<file path="config.mk">
export PLATFORM = sky130hd
export DESIGN_NAME = mmc_minscan
export DESIGN_NICKNAME = d
export VERILOG_FILES = /design/src/mmc_pkg.sv /design/src/mmc_minscan.sv
export SDC_FILE = /design/constraint.sdc
export NUM_CORES = 1
export LEC_CHECK = 0
export BUFFER_PORTS_ARGS = -buffer_cell sky130_fd_sc_hd__buf_2
export CAP_MARGIN = 25
export CORE_MARGIN = 2
export CORE_UTILIZATION = 56
export DETAILED_ROUTE_END_ITERATION = 10
export GPL_ROUTABILITY_DRIVEN = 0
export PLACE_DENSITY = 0.93
export SLEW_MARGIN = 20
export SYNTH_ARGS = -nofsm -noshare
export SYNTH_HDL_FRONTEND = slang
export SYNTH_SLANG_ARGS = --single-unit
</file>
<file path="constraint.sdc">
create_clock -name aclk -period 8.35 [get_ports aclk]
set_input_delay 1.2525 -clock aclk [delete_from_list [all_inputs] [get_ports aclk]]
set_output_delay 1.2525 -clock aclk [all_outputs]
set_load 0.02 [all_outputs]
</file>
<file path="src/mmc_pkg.sv">
// Shared types and constants for the minimum merge cost interval DP block.
// Used by mmc_minscan, mmc_ctrl and the top level; depends on nothing else.
`default_nettype none

package mmc_pkg;

    localparam int MAX_ITEMS_DEF = 128;
    localparam int WEIGHT_W      = 32;
    localparam int COST_W        = 64;

    typedef struct packed {
        logic [WEIGHT_W-1:0] weight;
        logic                last_item;
    } in_req_t;

    typedef struct packed {
        logic [COST_W-1:0] min_cost;
        logic              overflow;
    } out_req_t;

    typedef struct packed {
        logic valid;
        logic first;
        logic diag_a;
        logic diag_b;
    } scan_ctl_t;

endpackage

`default_nettype wire

</file>
<file path="src/mmc_minscan.sv">
// Split-point scan pipeline: adds the two sub-interval costs and keeps the minimum.
// Depends on mmc_pkg for the scan control struct and cost width.
`default_nettype none

module mmc_minscan (
    input  wire logic                      aclk,
    input  wire logic                      aresetn,
    input  wire mmc_pkg::scan_ctl_t        ctl,
    input  wire logic [mmc_pkg::COST_W-1:0] rd_a,
    input  wire logic [mmc_pkg::COST_W-1:0] rd_b,
    output logic                           busy,
    output logic      [mmc_pkg::COST_W-1:0] best
);

    mmc_pkg::scan_ctl_t             ctl1_reg;
    logic                           v2_reg;
    logic                           first2_reg;
    logic [mmc_pkg::COST_W-1:0]     sum_reg;
    logic [mmc_pkg::COST_W-1:0]     best_reg;
    logic [mmc_pkg::COST_W-1:0]     term_a;
    logic [mmc_pkg::COST_W-1:0]     term_b;

    assign term_a = ctl1_reg.diag_a ? '0 : rd_a;
    assign term_b = ctl1_reg.diag_b ? '0 : rd_b;
    assign busy   = ctl1_reg.valid || v2_reg;
    assign best   = best_reg;

    always_ff @(posedge aclk) begin
        if (!aresetn) begin
            ctl1_reg <= '0;
            v2_reg   <= 1'b0;
        end else begin
            ctl1_reg <= ctl;
            v2_reg   <= ctl1_reg.valid;
        end
        first2_reg <= ctl1_reg.first;
        sum_reg    <= term_a + term_b;
        if (v2_reg && (first2_reg || sum_reg < best_reg)) begin
            best_reg <= sum_reg;
        end
    end

endmodule

`default_nettype wire

</file>
==> flow_metrics.py <==
metrics = {
    "outcome": {
        "status": "finished clean",
    },
    "placed_design": {
        "place_ws_ps": 3720,
        "io_buffers": 198,
        "placed_area_um2": 10500,
        "hpwl_um": 18400,
        "place_inst": 1398,
    },
    "final_layout": {
        "layout-drive-gt1-share_pct": 20.4,
        "mostFrequentLayoutCell": "buf_2",
        "final_cells": 1437,
        "fin_area_um2": 11200,
        "utilization_pct": 68.0,
        "fin_nets": 1458,
        "area_growth_pct": 19.6,
        "fillers": 1214,
        "layout.cells.most_common_list": "buf_2 (198), nor2b_1 (139), ha_1 (126)",
    },
    "synthesis": {
        "ys_ff_latch": 134,
        "yosys.area.top_type_share_pct": 20.6,
        "syn_area_per_cell_um2": 9.23,
        "syn-num-nets": 1271,
        "async_reset_ff_share_pct": 0,
        "syn_inst": 1010,
        "yosysUniqueCellTypes": 48,
        "synth_top_cell_by_area": "edfxtp_1",
        "ys_warn_count": 0,
        "synth-seq-area-share_pct": 35.7,
        "synth_edf_count": 64,
        "synthFlopType": "dfxtp_1",
        "synth_area_leaders": "edfxtp_1 (21%), ha_1 (17%), dfxtp_1 (15%)",
        "synth_area_um2": 9320,
    },
    "die": {
        "start_util_pct": 56.8,
        "die_h_um": 133,
        "die_area_um2": 17700,
        "num_rows": 47,
        "num_io_pins": 199,
        "die_w_um": 133,
        "core_area_um2": 16400,
    },
    "detailed_routing": {
        "vias": 8298,
        "dr_wl_met2_um": 11700,
        "drt_first_pass_iters": 5,
        "wl_per_cell_um": 17.1,
        "detail-route-antenna-nets": 0,
        "highest_layer": "met4",
        "initialDrtViolationCount": 674,
        "drc_errors": 0,
        "met1_length_um": 9940,
        "wl_met3_um": 1700,
        "drt_wl_total_um": 24600,
        "via_per_inst": 5.77,
    },
    "grt": {
        "grt_use_total_pct": 27.6,
        "grt-ovfl-total": 0,
        "antenna_found_initial": 7,
        "grt_pass1_wl_um": 39000,
        "grt_pass1_vias": 8142,
        "grt_max_degree": 65,
    },
    "worst_setup_path": {
        "worstSetupPathType": "in2reg",
        "r2r_slack_ps": 4130,
        "critical_path_required_ps": 8710,
        "arrival_ps": 4620,
        "r2r_cells": 14,
        "critPathLaunchType": "primary input",
        "endpoint_kind": "flop",
        "cp_max_fo": 4,
    },
    "timing": {
        "finalWorstSetupSlack_ps": 4080,
        "worstMarginPinSlew_ps": 808,
        "min_period_ps": 4270,
        "rsz0062_at_grt": "false",
        "finalCritPeriodShare_pct": 51.1,
        "fmax_mhz": 234,
        "slew_viol_final": 0,
        "fin_tns_setup_ps": 0,
        "hold_ws_ps": 331,
        "hold_viol": 0,
        "slew-limit-headroom_pct": 46.1,
        "setup_viol": 0,
        "finClkSkew_ps": 12.5,
    },
    "clock_network": {
        "postCtsSetupRepairBufs": 0,
        "hold_buffers": 0,
        "ctsHtreeMaxLevel": 4,
        "path_clk_slew_ps": 60,
        "cts-buffers-inserted": 17,
        "post_cts_resized": 0,
        "tritoncts": "yes",
        "cts-root-buf": "clkbuf_16",
        "clkLatencyLatePin_ps": 430,
        "clock_path_buffers": 2,
        "cts_sinks": 134,
    },
    "power_and_ir_drop": {
        "ir_drop_mv": 0.171,
        "power_density_nw_per_um2": 211,
        "leakage_nw": 5.37,
        "power.total_mw": 2.35,
    },
    "flow_run": {
        "maxCapViolCount": 0,
    },
    "hold_path": {
        "holdCritPathClass": "reg2reg",
        "hold_depth": 0,
    },
}
## cells by family after synthesis
group | share of synthesized area, %
AO/OA/AOI/OAI | 18.7
XOR/XNOR | 5.83
adder cells (fa/ha/maj) | 17.1
buffers and inverters | 4.46
flip-flops | 35.7
AND/OR/NAND/NOR | 18.2
## worst max-delay path, stage by stage
cell and delay, ps:
buf_2 90, nor2b_1 120, ha_1 270, fa_1 430, a211oi_1 330, o211ai_1 160
a221oi_1 500, nand4b_1 190, a21o_1 170, o31a_1 250, o311a_1 260, o21ai_1 100
a221oi_1 340, xnor2_1 150
## path summary, 6_finish.rpt
| path | start | endpoint |
|---|---|---|
| setup / recovery | rd_a[0] | sum_reg[60] |
| hold / removal | ctl1_reg[2] | first2_reg |
| setup reg to reg | ctl1_reg[1] | sum_reg[60] |
| hold reg to reg | ctl1_reg[2] | first2_reg |
## per-layer routing
metal	global-route usage (%)	vias up
met5	0	-
met3	5.79	104
li1	-	3965
met2	47.3	407
met4	15.1	0
met1	32.3	3822
## where the power goes
group          internal, mW  total (mW)  switching, mW
logic                 0.286       0.668          0.382
registers             0.816       0.880         0.0642
clock network         0.510       0.806          0.296
## cell usage after synthesis (3+ instances only)
| cell | n |
|---|---|
| o21a_1 | 11 |
| o21ai_0 | 41 |
| o211ai_1 | 9 |
| ha_1 | 126 |
| nand4_1 | 29 |
| and2_1 | 7 |
| o21ai_1 | 5 |
| xor2_1 | 19 |
| o21bai_1 | 13 |
| a211oi_1 | 6 |
| a21o_1 | 64 |
| nand2b_1 | 7 |
| and3_1 | 7 |
| xnor2_1 | 43 |
| dfxtp_1 | 70 |
| inv_1 | 77 |
| o221a_2 | 3 |
| edfxtp_1 | 64 |
| nor4_1 | 5 |
| nor2_1 | 36 |
| nor3_1 | 10 |
| nand3_1 | 13 |
| a21boi_0 | 4 |
| nor2b_1 | 139 |
| nand2_1 | 47 |
| a21oi_1 | 92 |
| clkbuf_1 | 31 |
## area by class of cell
| type | count | area [µm²] | area share (%) |
|---|---|---|---|
| Multi-Input combinational cell | 766 | 5590 | 50.2 |
| Sequential cell | 134 | 3330 | 29.8 |
| Timing Repair Buffer | 201 | 1010 | 9.09 |
| Clock buffer | 18 | 439 | 3.94 |
| Inverter | 77 | 289 | 2.59 |
| Tap cell | 220 | 275 | 2.47 |
| Clock inverter | 14 | 198 | 1.77 |
| Antenna cell | 7 | 17.5 | 0.157 |
Note: power is estimated with default switching activity, not from simulation.
