`config.mk`:
```
export PLATFORM = sky130hd
export DESIGN_NAME = mmc_ctrl
export DESIGN_NICKNAME = d
export VERILOG_FILES = /design/src/mmc_pkg.sv /design/src/mmc_ctrl.sv
export SDC_FILE = /design/constraint.sdc
export NUM_CORES = 1
export LEC_CHECK = 0
export ABC_AREA = 1
export CORE_ASPECT_RATIO = 0.6
export CORE_MARGIN = 4
export CORE_UTILIZATION = 60
export CTS_CLUSTER_SIZE = 30
export DETAILED_ROUTE_END_ITERATION = 12
export DONT_BUFFER_PORTS = 1
export GPL_TIMING_DRIVEN = 0
export HOLD_SLACK_MARGIN = 0.1
export PLACE_DENSITY = 0.85
export SLEW_MARGIN = 20
export SYNTH_ARGS = -nofsm -noshare
export SYNTH_HDL_FRONTEND = slang
export SYNTH_SLANG_ARGS = --single-unit
export TNS_END_PERCENT = 10
```
`constraint.sdc`:
```
create_clock -name aclk -period 13.2 [get_ports aclk]
set_input_delay 2.64 -clock aclk [delete_from_list [all_inputs] [get_ports aclk]]
set_output_delay 2.64 -clock aclk [all_outputs]
set_load 0.02 [all_outputs]
```
`src/mmc_pkg.sv`:
```
// Shared types and constants for the minimum merge cost interval DP block.
// Used by mmc_minscan, mmc_ctrl and the top level; depends on nothing else.
`default_nettype none

package mmc_pkg;

    localparam int MAX_ITEMS_DEF = 128;
    localparam int WEIGHT_W      = 32;
    localparam int COST_W        = 64;

    typedef struct packed {
        logic [WEIGHT_W-1:0] weight;
        logic                last_item;
    } in_req_t;

    typedef struct packed {
        logic [COST_W-1:0] min_cost;
        logic              overflow;
    } out_req_t;

    typedef struct packed {
        logic valid;
        logic first;
        logic diag_a;
        logic diag_b;
    } scan_ctl_t;

endpackage

`default_nettype wire

```
`src/mmc_ctrl.sv`:
```
// Sequencer for loading, the interval DP sweep and the result register.
// Depends on mmc_pkg; drives the prefix and cost memories and the scan pipeline.
`default_nettype none

module mmc_ctrl #(
    parameter int MAX_ITEMS = mmc_pkg::MAX_ITEMS_DEF,
    parameter int IDX_W     = $clog2(MAX_ITEMS),
    parameter int CNT_W     = $clog2(MAX_ITEMS + 1),
    parameter int PS_W      = mmc_pkg::WEIGHT_W + IDX_W
) (
    input  wire logic                       aclk,
    input  wire logic                       aresetn,
    input  wire logic                       s_valid,
    output logic                            s_ready,
    input  wire mmc_pkg::in_req_t           s_data,
    output logic                            m_valid,
    input  wire logic                       m_ready,
    output mmc_pkg::out_req_t               m_data,
    output logic                            ps_we,
    output logic      [CNT_W-1:0]           ps_waddr,
    output logic      [PS_W-1:0]            ps_wdata,
    output logic      [CNT_W-1:0]           ps_raddr,
    input  wire logic [PS_W-1:0]            ps_rdata,
    output logic                            cost_we,
    output logic      [2*IDX_W-1:0]         cost_waddr,
    output logic      [mmc_pkg::COST_W-1:0] cost_wdata,
    output logic      [2*IDX_W-1:0]         cost_raddr_a,
    output logic      [2*IDX_W-1:0]         cost_raddr_b,
    output mmc_pkg::scan_ctl_t              scan_ctl,
    input  wire logic                       scan_busy,
    input  wire logic [mmc_pkg::COST_W-1:0] scan_best
);

    typedef enum logic [2:0] {
        S_LOAD, S_SPAN0, S_SPAN1, S_SPAN2, S_SCAN, S_DRAIN, S_OUT
    } state_t;

    state_t                     state_reg;
    logic [CNT_W-1:0]           count_reg;
    logic                       ovf_reg;
    logic [PS_W-1:0]            run_sum_reg;
    logic [CNT_W-1:0]           n_reg;
    logic                       ovf_res_reg;
    logic [CNT_W-1:0]           len_reg;
    logic [IDX_W-1:0]           i_reg;
    logic [IDX_W-1:0]           k_reg;
    logic [PS_W-1:0]            hi_reg;
    logic [mmc_pkg::COST_W-1:0] span_reg;
    logic [mmc_pkg::COST_W-1:0] result_reg;
    logic                       m_valid_reg;
    mmc_pkg::out_req_t          m_data_reg;

    logic                       accept;
    logic                       room;
    logic [PS_W-1:0]            sum_in;
    logic [CNT_W-1:0]           count_after;
    logic [CNT_W-1:0]           j_wide;
    logic [IDX_W-1:0]           j_idx;
    logic [IDX_W-1:0]           k_inc;
    logic [PS_W-1:0]            low_sum;
    logic                       row_end;
    logic                       drain_done;

    assign s_ready     = (state_reg == S_LOAD);
    assign accept      = s_valid && s_ready;
    assign room        = count_reg < CNT_W'(MAX_ITEMS);
    assign sum_in      = run_sum_reg + PS_W'(s_data.weight);
    assign count_after = room ? count_reg + CNT_W'(1) : count_reg;

    assign j_wide  = CNT_W'(i_reg) + len_reg - CNT_W'(1);
    assign j_idx   = j_wide[IDX_W-1:0];
    assign k_inc   = k_reg + IDX_W'(1);
    assign low_sum = (i_reg == '0) ? '0 : ps_rdata;
    assign row_end = (CNT_W'(i_reg) + len_reg) == n_reg;

    assign ps_we    = accept && room;
    assign ps_waddr = count_reg + CNT_W'(1);
    assign ps_wdata = sum_in;
    assign ps_raddr = (state_reg == S_SPAN1) ? CNT_W'(i_reg) : j_wide + CNT_W'(1);

    assign cost_raddr_a = {i_reg, k_reg};
    assign cost_raddr_b = {k_inc, j_idx};

    assign scan_ctl.valid  = (state_reg == S_SCAN);
    assign scan_ctl.first  = (k_reg == i_reg);
    assign scan_ctl.diag_a = (k_reg == i_reg);
    assign scan_ctl.diag_b = (k_inc == j_idx);

    assign drain_done = (state_reg == S_DRAIN) && !scan_busy;
    assign cost_we    = drain_done;
    assign cost_waddr = {i_reg, j_idx};
    assign cost_wdata = scan_best + span_reg;

    assign m_valid = m_valid_reg;
    assign m_data  = m_data_reg;

    always_ff @(posedge aclk) begin
        if (!aresetn) begin
            state_reg   <= S_LOAD;
            count_reg   <= '0;
            ovf_reg     <= 1'b0;
            run_sum_reg <= '0;
            m_valid_reg <= 1'b0;
        end else begin
            if (m_ready && (state_reg != S_OUT)) begin
                m_valid_reg <= 1'b0;
            end
            case (state_reg)
                S_LOAD: begin
                    if (accept) begin
                        if (s_data.last_item) begin
                            n_reg       <= count_after;
                            ovf_res_reg <= ovf_reg || !room;
                            count_reg   <= '0;
                            ovf_reg     <= 1'b0;
                            run_sum_reg <= '0;
                            len_reg     <= CNT_W'(2);
                            i_reg       <= '0;
                            result_reg  <= '0;
                            if (count_after == CNT_W'(1)) begin
                                state_reg <= S_OUT;
                            end else begin
                                state_reg <= S_SPAN0;
                            end
                        end else begin
                            count_reg <= count_after;
                            ovf_reg   <= ovf_reg || !room;
                            if (room) begin
                                run_sum_reg <= sum_in;
                            end
                        end
                    end
                end
                S_SPAN0: begin
                    state_reg <= S_SPAN1;
                end
                S_SPAN1: begin
                    hi_reg    <= ps_rdata;
                    state_reg <= S_SPAN2;
                end
                S_SPAN2: begin
                    span_reg  <= mmc_pkg::COST_W'(hi_reg - low_sum);
                    k_reg     <= i_reg;
                    state_reg <= S_SCAN;
                end
                S_SCAN: begin
                    k_reg <= k_inc;
                    if (k_inc == j_idx) begin
                        state_reg <= S_DRAIN;
                    end
                end
                S_DRAIN: begin
                    if (drain_done) begin
                        if (len_reg == n_reg) begin
                            result_reg <= cost_wdata;
                            state_reg  <= S_OUT;
                        end else begin
                            if (row_end) begin
                                len_reg <= len_reg + CNT_W'(1);
                                i_reg   <= '0;
                            end else begin
                                i_reg <= i_reg + IDX_W'(1);
                            end
                            state_reg <= S_SPAN0;
                        end
                    end
                end
                S_OUT: begin
                    if (!m_valid_reg || m_ready) begin
                        m_valid_reg         <= 1'b1;
                        m_data_reg.min_cost <= result_reg;
                        m_data_reg.overflow <= ovf_res_reg;
                        state_reg           <= S_LOAD;
                    end
                end
                default: begin
                    state_reg <= S_LOAD;
                end
            endcase
        end
    end

    a_count_bound: assert property (@(posedge aclk) disable iff (!aresetn)
        count_reg <= CNT_W'(MAX_ITEMS))
        else $error("item count exceeds capacity");

    a_load_idle: assert property (@(posedge aclk) disable iff (!aresetn)
        (state_reg == S_LOAD) |-> !scan_busy)
        else $error("scan pipeline active while loading");

    a_write_after_scan: assert property (@(posedge aclk) disable iff (!aresetn)
        cost_we |-> $past(state_reg) == S_DRAIN)
        else $error("cost write without a finished scan");

    a_split_range: assert property (@(posedge aclk) disable iff (!aresetn)
        (state_reg == S_SCAN) |-> (k_reg >= i_reg && k_reg < j_idx))
        else $error("split point outside the interval");

endmodule

`default_nettype wire

```
==> impl_metrics.csv <==
group,metric,value,unit
status,status,"finished clean",
run,cap_violations,0,
setup_path,crit_chain,"ha_1 -> inv_1 -> fa_1 -> inv_1 -> nand3_1 -> nand2_1 -> nand2_1 -> o211ai_1 -> nand2_1 -> nand2_1 -> nand2_1 -> nand2b_1 -> a21boi_0 -> xor2_1 -> inv_1",
finish,utilization,65.74,%
synth,synth_ff_type,"edfxtp_1",
hold_path,min_path_type,"reg -> reg",
route,dr_wl_met2,30470,microns
synth,yosysWarnings,0,
clock_network,post-cts-setup-buffers,0,
synth,netlist_area,21400,sq um
timing,slew_viol_final,0,
pwr,power_density,158.9,nW/um^2
synth,ys_seq_area_share,38.40,%
floorplanning,die_x,251.8,microns
synth,ys_types,59,
global_route,grt_pass1_vias,18440,
floorplanning,ioPinCount,375,
finish,final_cell_mix,"nand2_1 (580), inv_1 (394), nor2_1 (359), a21oi_1 (243), edfxtp_1 (239)",
route,drc,0,
global_route,grt_max_degree,33,
clock_network,numCtsBuffers,27,
synth,syn_nets,3085,
clock_network,cts_tree,"yes",
finish,fill_cells,3010,
timing,slew_headroom,24.73,%
synth,ys_seq_elements,291,
clock_network,clk_path_buf_depth,3,
timing,period_share,62.12,%
setup_path,slowest_stage,"xor2_1",
placed_design,dpl_worst_slack,5144,ps
global_route,grtUsageTotal,36.94,%
synth,synth_cells,2791,
global_route,grt_overflow,0,
timing,fmax,121.9,MHz
route,wire_per_inst,22.53,microns
finish,ff_latch_area,8218,sq um
synth,synthAdderAreaFrac,9.086,%
clock_network,clock-sinks,291,
timing,layout_min_cycle_time,8200,ps
timing,worst_pin_slew,1125,ps
clock_network,cts.clk_slew.worst_paths,70,ps
floorplanning,fp.dieH,154.3,microns
finish,largest_reg_flops,65,
finish,final_common_cell,"nand2_1",
synth,synth_edf_count,239,
floorplanning,initial_utilization,61.00,%
pwr,power,3.664,mW
global_route,antenna_found_initial,5,
route,firstDrtPassIters,6,
finish,drive_gt1_share,6.162,%
timing,setup_ws,5000,ps
synth,ys_async_sr_fraction,0,%
floorplanning,dieArea,38850,sq um
setup_path,crit_buf_inv,3,
route,route.met3.wl,9675,microns
setup_path,cpPeakStageDelay,660,ps
finish,area_growth,7.765,%
finish,multi_input_area,11430,sq um
placed_design,gp_congestion,1.109,
setup_path,cp.required,10560,ps
synth,synthMuxAreaShare,0,%
setup_path,path_max_fanout,4,
floorplanning,core,35080,sq um
placed_design,dp_hpwl,63020,microns
synth,synth_top_family_by_area,"simple AND/OR/NAND/NOR gates",
clock_network,ctsResizeCount,0,
synth,synth-compound-area-share,13.65,%
clock_network,cts_root_buffer,"clkbuf_16",
setup_path,critical_path.top_delay_family,"simple AND/OR/NAND/NOR gates",
pwr,peakVddDrop,0.2135,mV
setup_path,path_common_cell,"nand2_1",
timing,fin_skew,33.44,ps
finish,nets,3129,
route,top_layer_used,"met4",
clock_network,htreeDepth,1,
timing,setup_viol,0,
route,ant_nets,0,
clock_network,clk_latency,580,ps
synth,synth-simple-area-share,24.62,%
timing,rsz0062_at_grt,"no",
clock_network,postCtsHoldBufs,0,
global_route,grt_pass1_wl,110400,microns
pwr,leakagePower,9.690,nW
setup_path,cp-start-kind,"input port",
floorplanning,rows,53,
placed_design,port_buffers,0,
synth,synth_xor_area_share,5.882,%
timing,fin_tns_setup,0,ps
route,dr_total_vias,20280,
route,drtIter0Drc,2599,
synth,avgSynthCellArea,7.667,sq um
route,vias_per_cell,6.093,
setup_path,crit_type,"in -> out",
timing,finalHoldViolations,0,
route,drt_wl_total,74970,microns
route,m1WireLength,32660,microns
setup_path,worstSetupEndpointType,"primary output",
setup_path,cp.arrival,5560,ps
worst paths after layout:
path	from	endpoint	slack, ps	depth (start not counted)
max	scan_best[0]	cost_wdata[36]	5000	15
min reg2reg	result_reg[2]$_SDFFCE_PP0P_	m_data[3]$_DFFE_PP_	400	0
max reg2reg	i_reg[1]$_SDFFCE_PP0P_	span_reg[36]$_DFFE_PP_	8430	14
min	result_reg[2]$_SDFFCE_PP0P_	m_data[3]$_DFFE_PP_	400	0
where the power goes:
| part | internal (mW) | switching (mW) |
|---|---|---|
| logic | 0.438 | 1.16 |
| registers | 1.18 | 0.101 |
| clock network | 0.418 | 0.364 |
| total | 2.04 | 1.63 |
stage by stage:
stage	cells	cell area [sq um]	hold slack, ps
2_1_floorplan	2791	21400	400.3
3_3_place_gp	3258	21980	400.4
3_5_place_dp	3273	22180	404.5
4_1_cts	3323	23040	406.1
5_1_grt	3328	23060	422.5
6_report	3328	23060	401.8
worst register-to-register path, delay by kind of cell, from the launching register on:
kind / cells / cell delay [ps]
and+or+nand+nor: 7 / 1840
buffers and inverters: 4 / 1200
DFF: 1 / 710
adders and majority gates: 2 / 680
xor gates and xnor gates: 1 / 70
cell type report:
class | instances | area share [%]
Clock inverter | 21 | 0.7867
Buffer | 49 | 1.150
Sequential cell | 291 | 35.64
Inverter | 406 | 6.608
Clock buffer | 29 | 2.962
Tap cell | 467 | 2.534
Timing Repair Buffer | 15 | 0.6891
Multi-Input combinational cell | 2045 | 49.58
Antenna cell | 5 | 0.05426
kinds of logic after synthesis:
| family | Yosys count |
|---|---|
| adder cells (fa/ha/maj) | 153 |
| AO/OA/AOI/OAI | 516 |
| buffers and inverters | 455 |
| flip-flops | 291 |
| XOR/XNOR | 142 |
| AND/OR/NAND/NOR | 1234 |
cells in the mapped netlist, drive strengths merged (3+ instances only):
library cell | number | area, sq um
nor4 | 11 | 68.82
fa | 4 | 80.08
o21ai | 157 | 819.5
clkbuf | 22 | 82.58
o21bai | 19 | 146.4
nand4 | 25 | 156.4
nor2 | 370 | 1419
or2 | 9 | 56.30
a21o | 18 | 135.1
xor2 | 84 | 750.7
buf | 27 | 182.7
a21oi | 252 | 1299
o221ai | 4 | 35.03
edfxtp | 239 | 7177
o211ai | 9 | 77.57
inv | 406 | 1524
nand3 | 133 | 710.7
and2 | 18 | 112.6
a31oi | 28 | 175.2
o21a | 7 | 52.55
xnor2 | 58 | 508.0
a21boi | 12 | 97.59
dfxtp | 52 | 1041
nand3b | 15 | 112.6
a211oi | 3 | 22.52
ha | 149 | 1864
nor3 | 45 | 250.2
nand2 | 603 | 2346
per-layer routing:
| layer | up-vias | GRT usage (%) |
|---|---|---|
| met5 | - | 0 |
| met4 | 0 | 9.029 |
| met3 | 142 | 9.815 |
| met2 | 1318 | 52.86 |
| met1 | 9476 | 55.93 |
| li1 | 9340 | - |
Power figures use the tool's default switching activity.
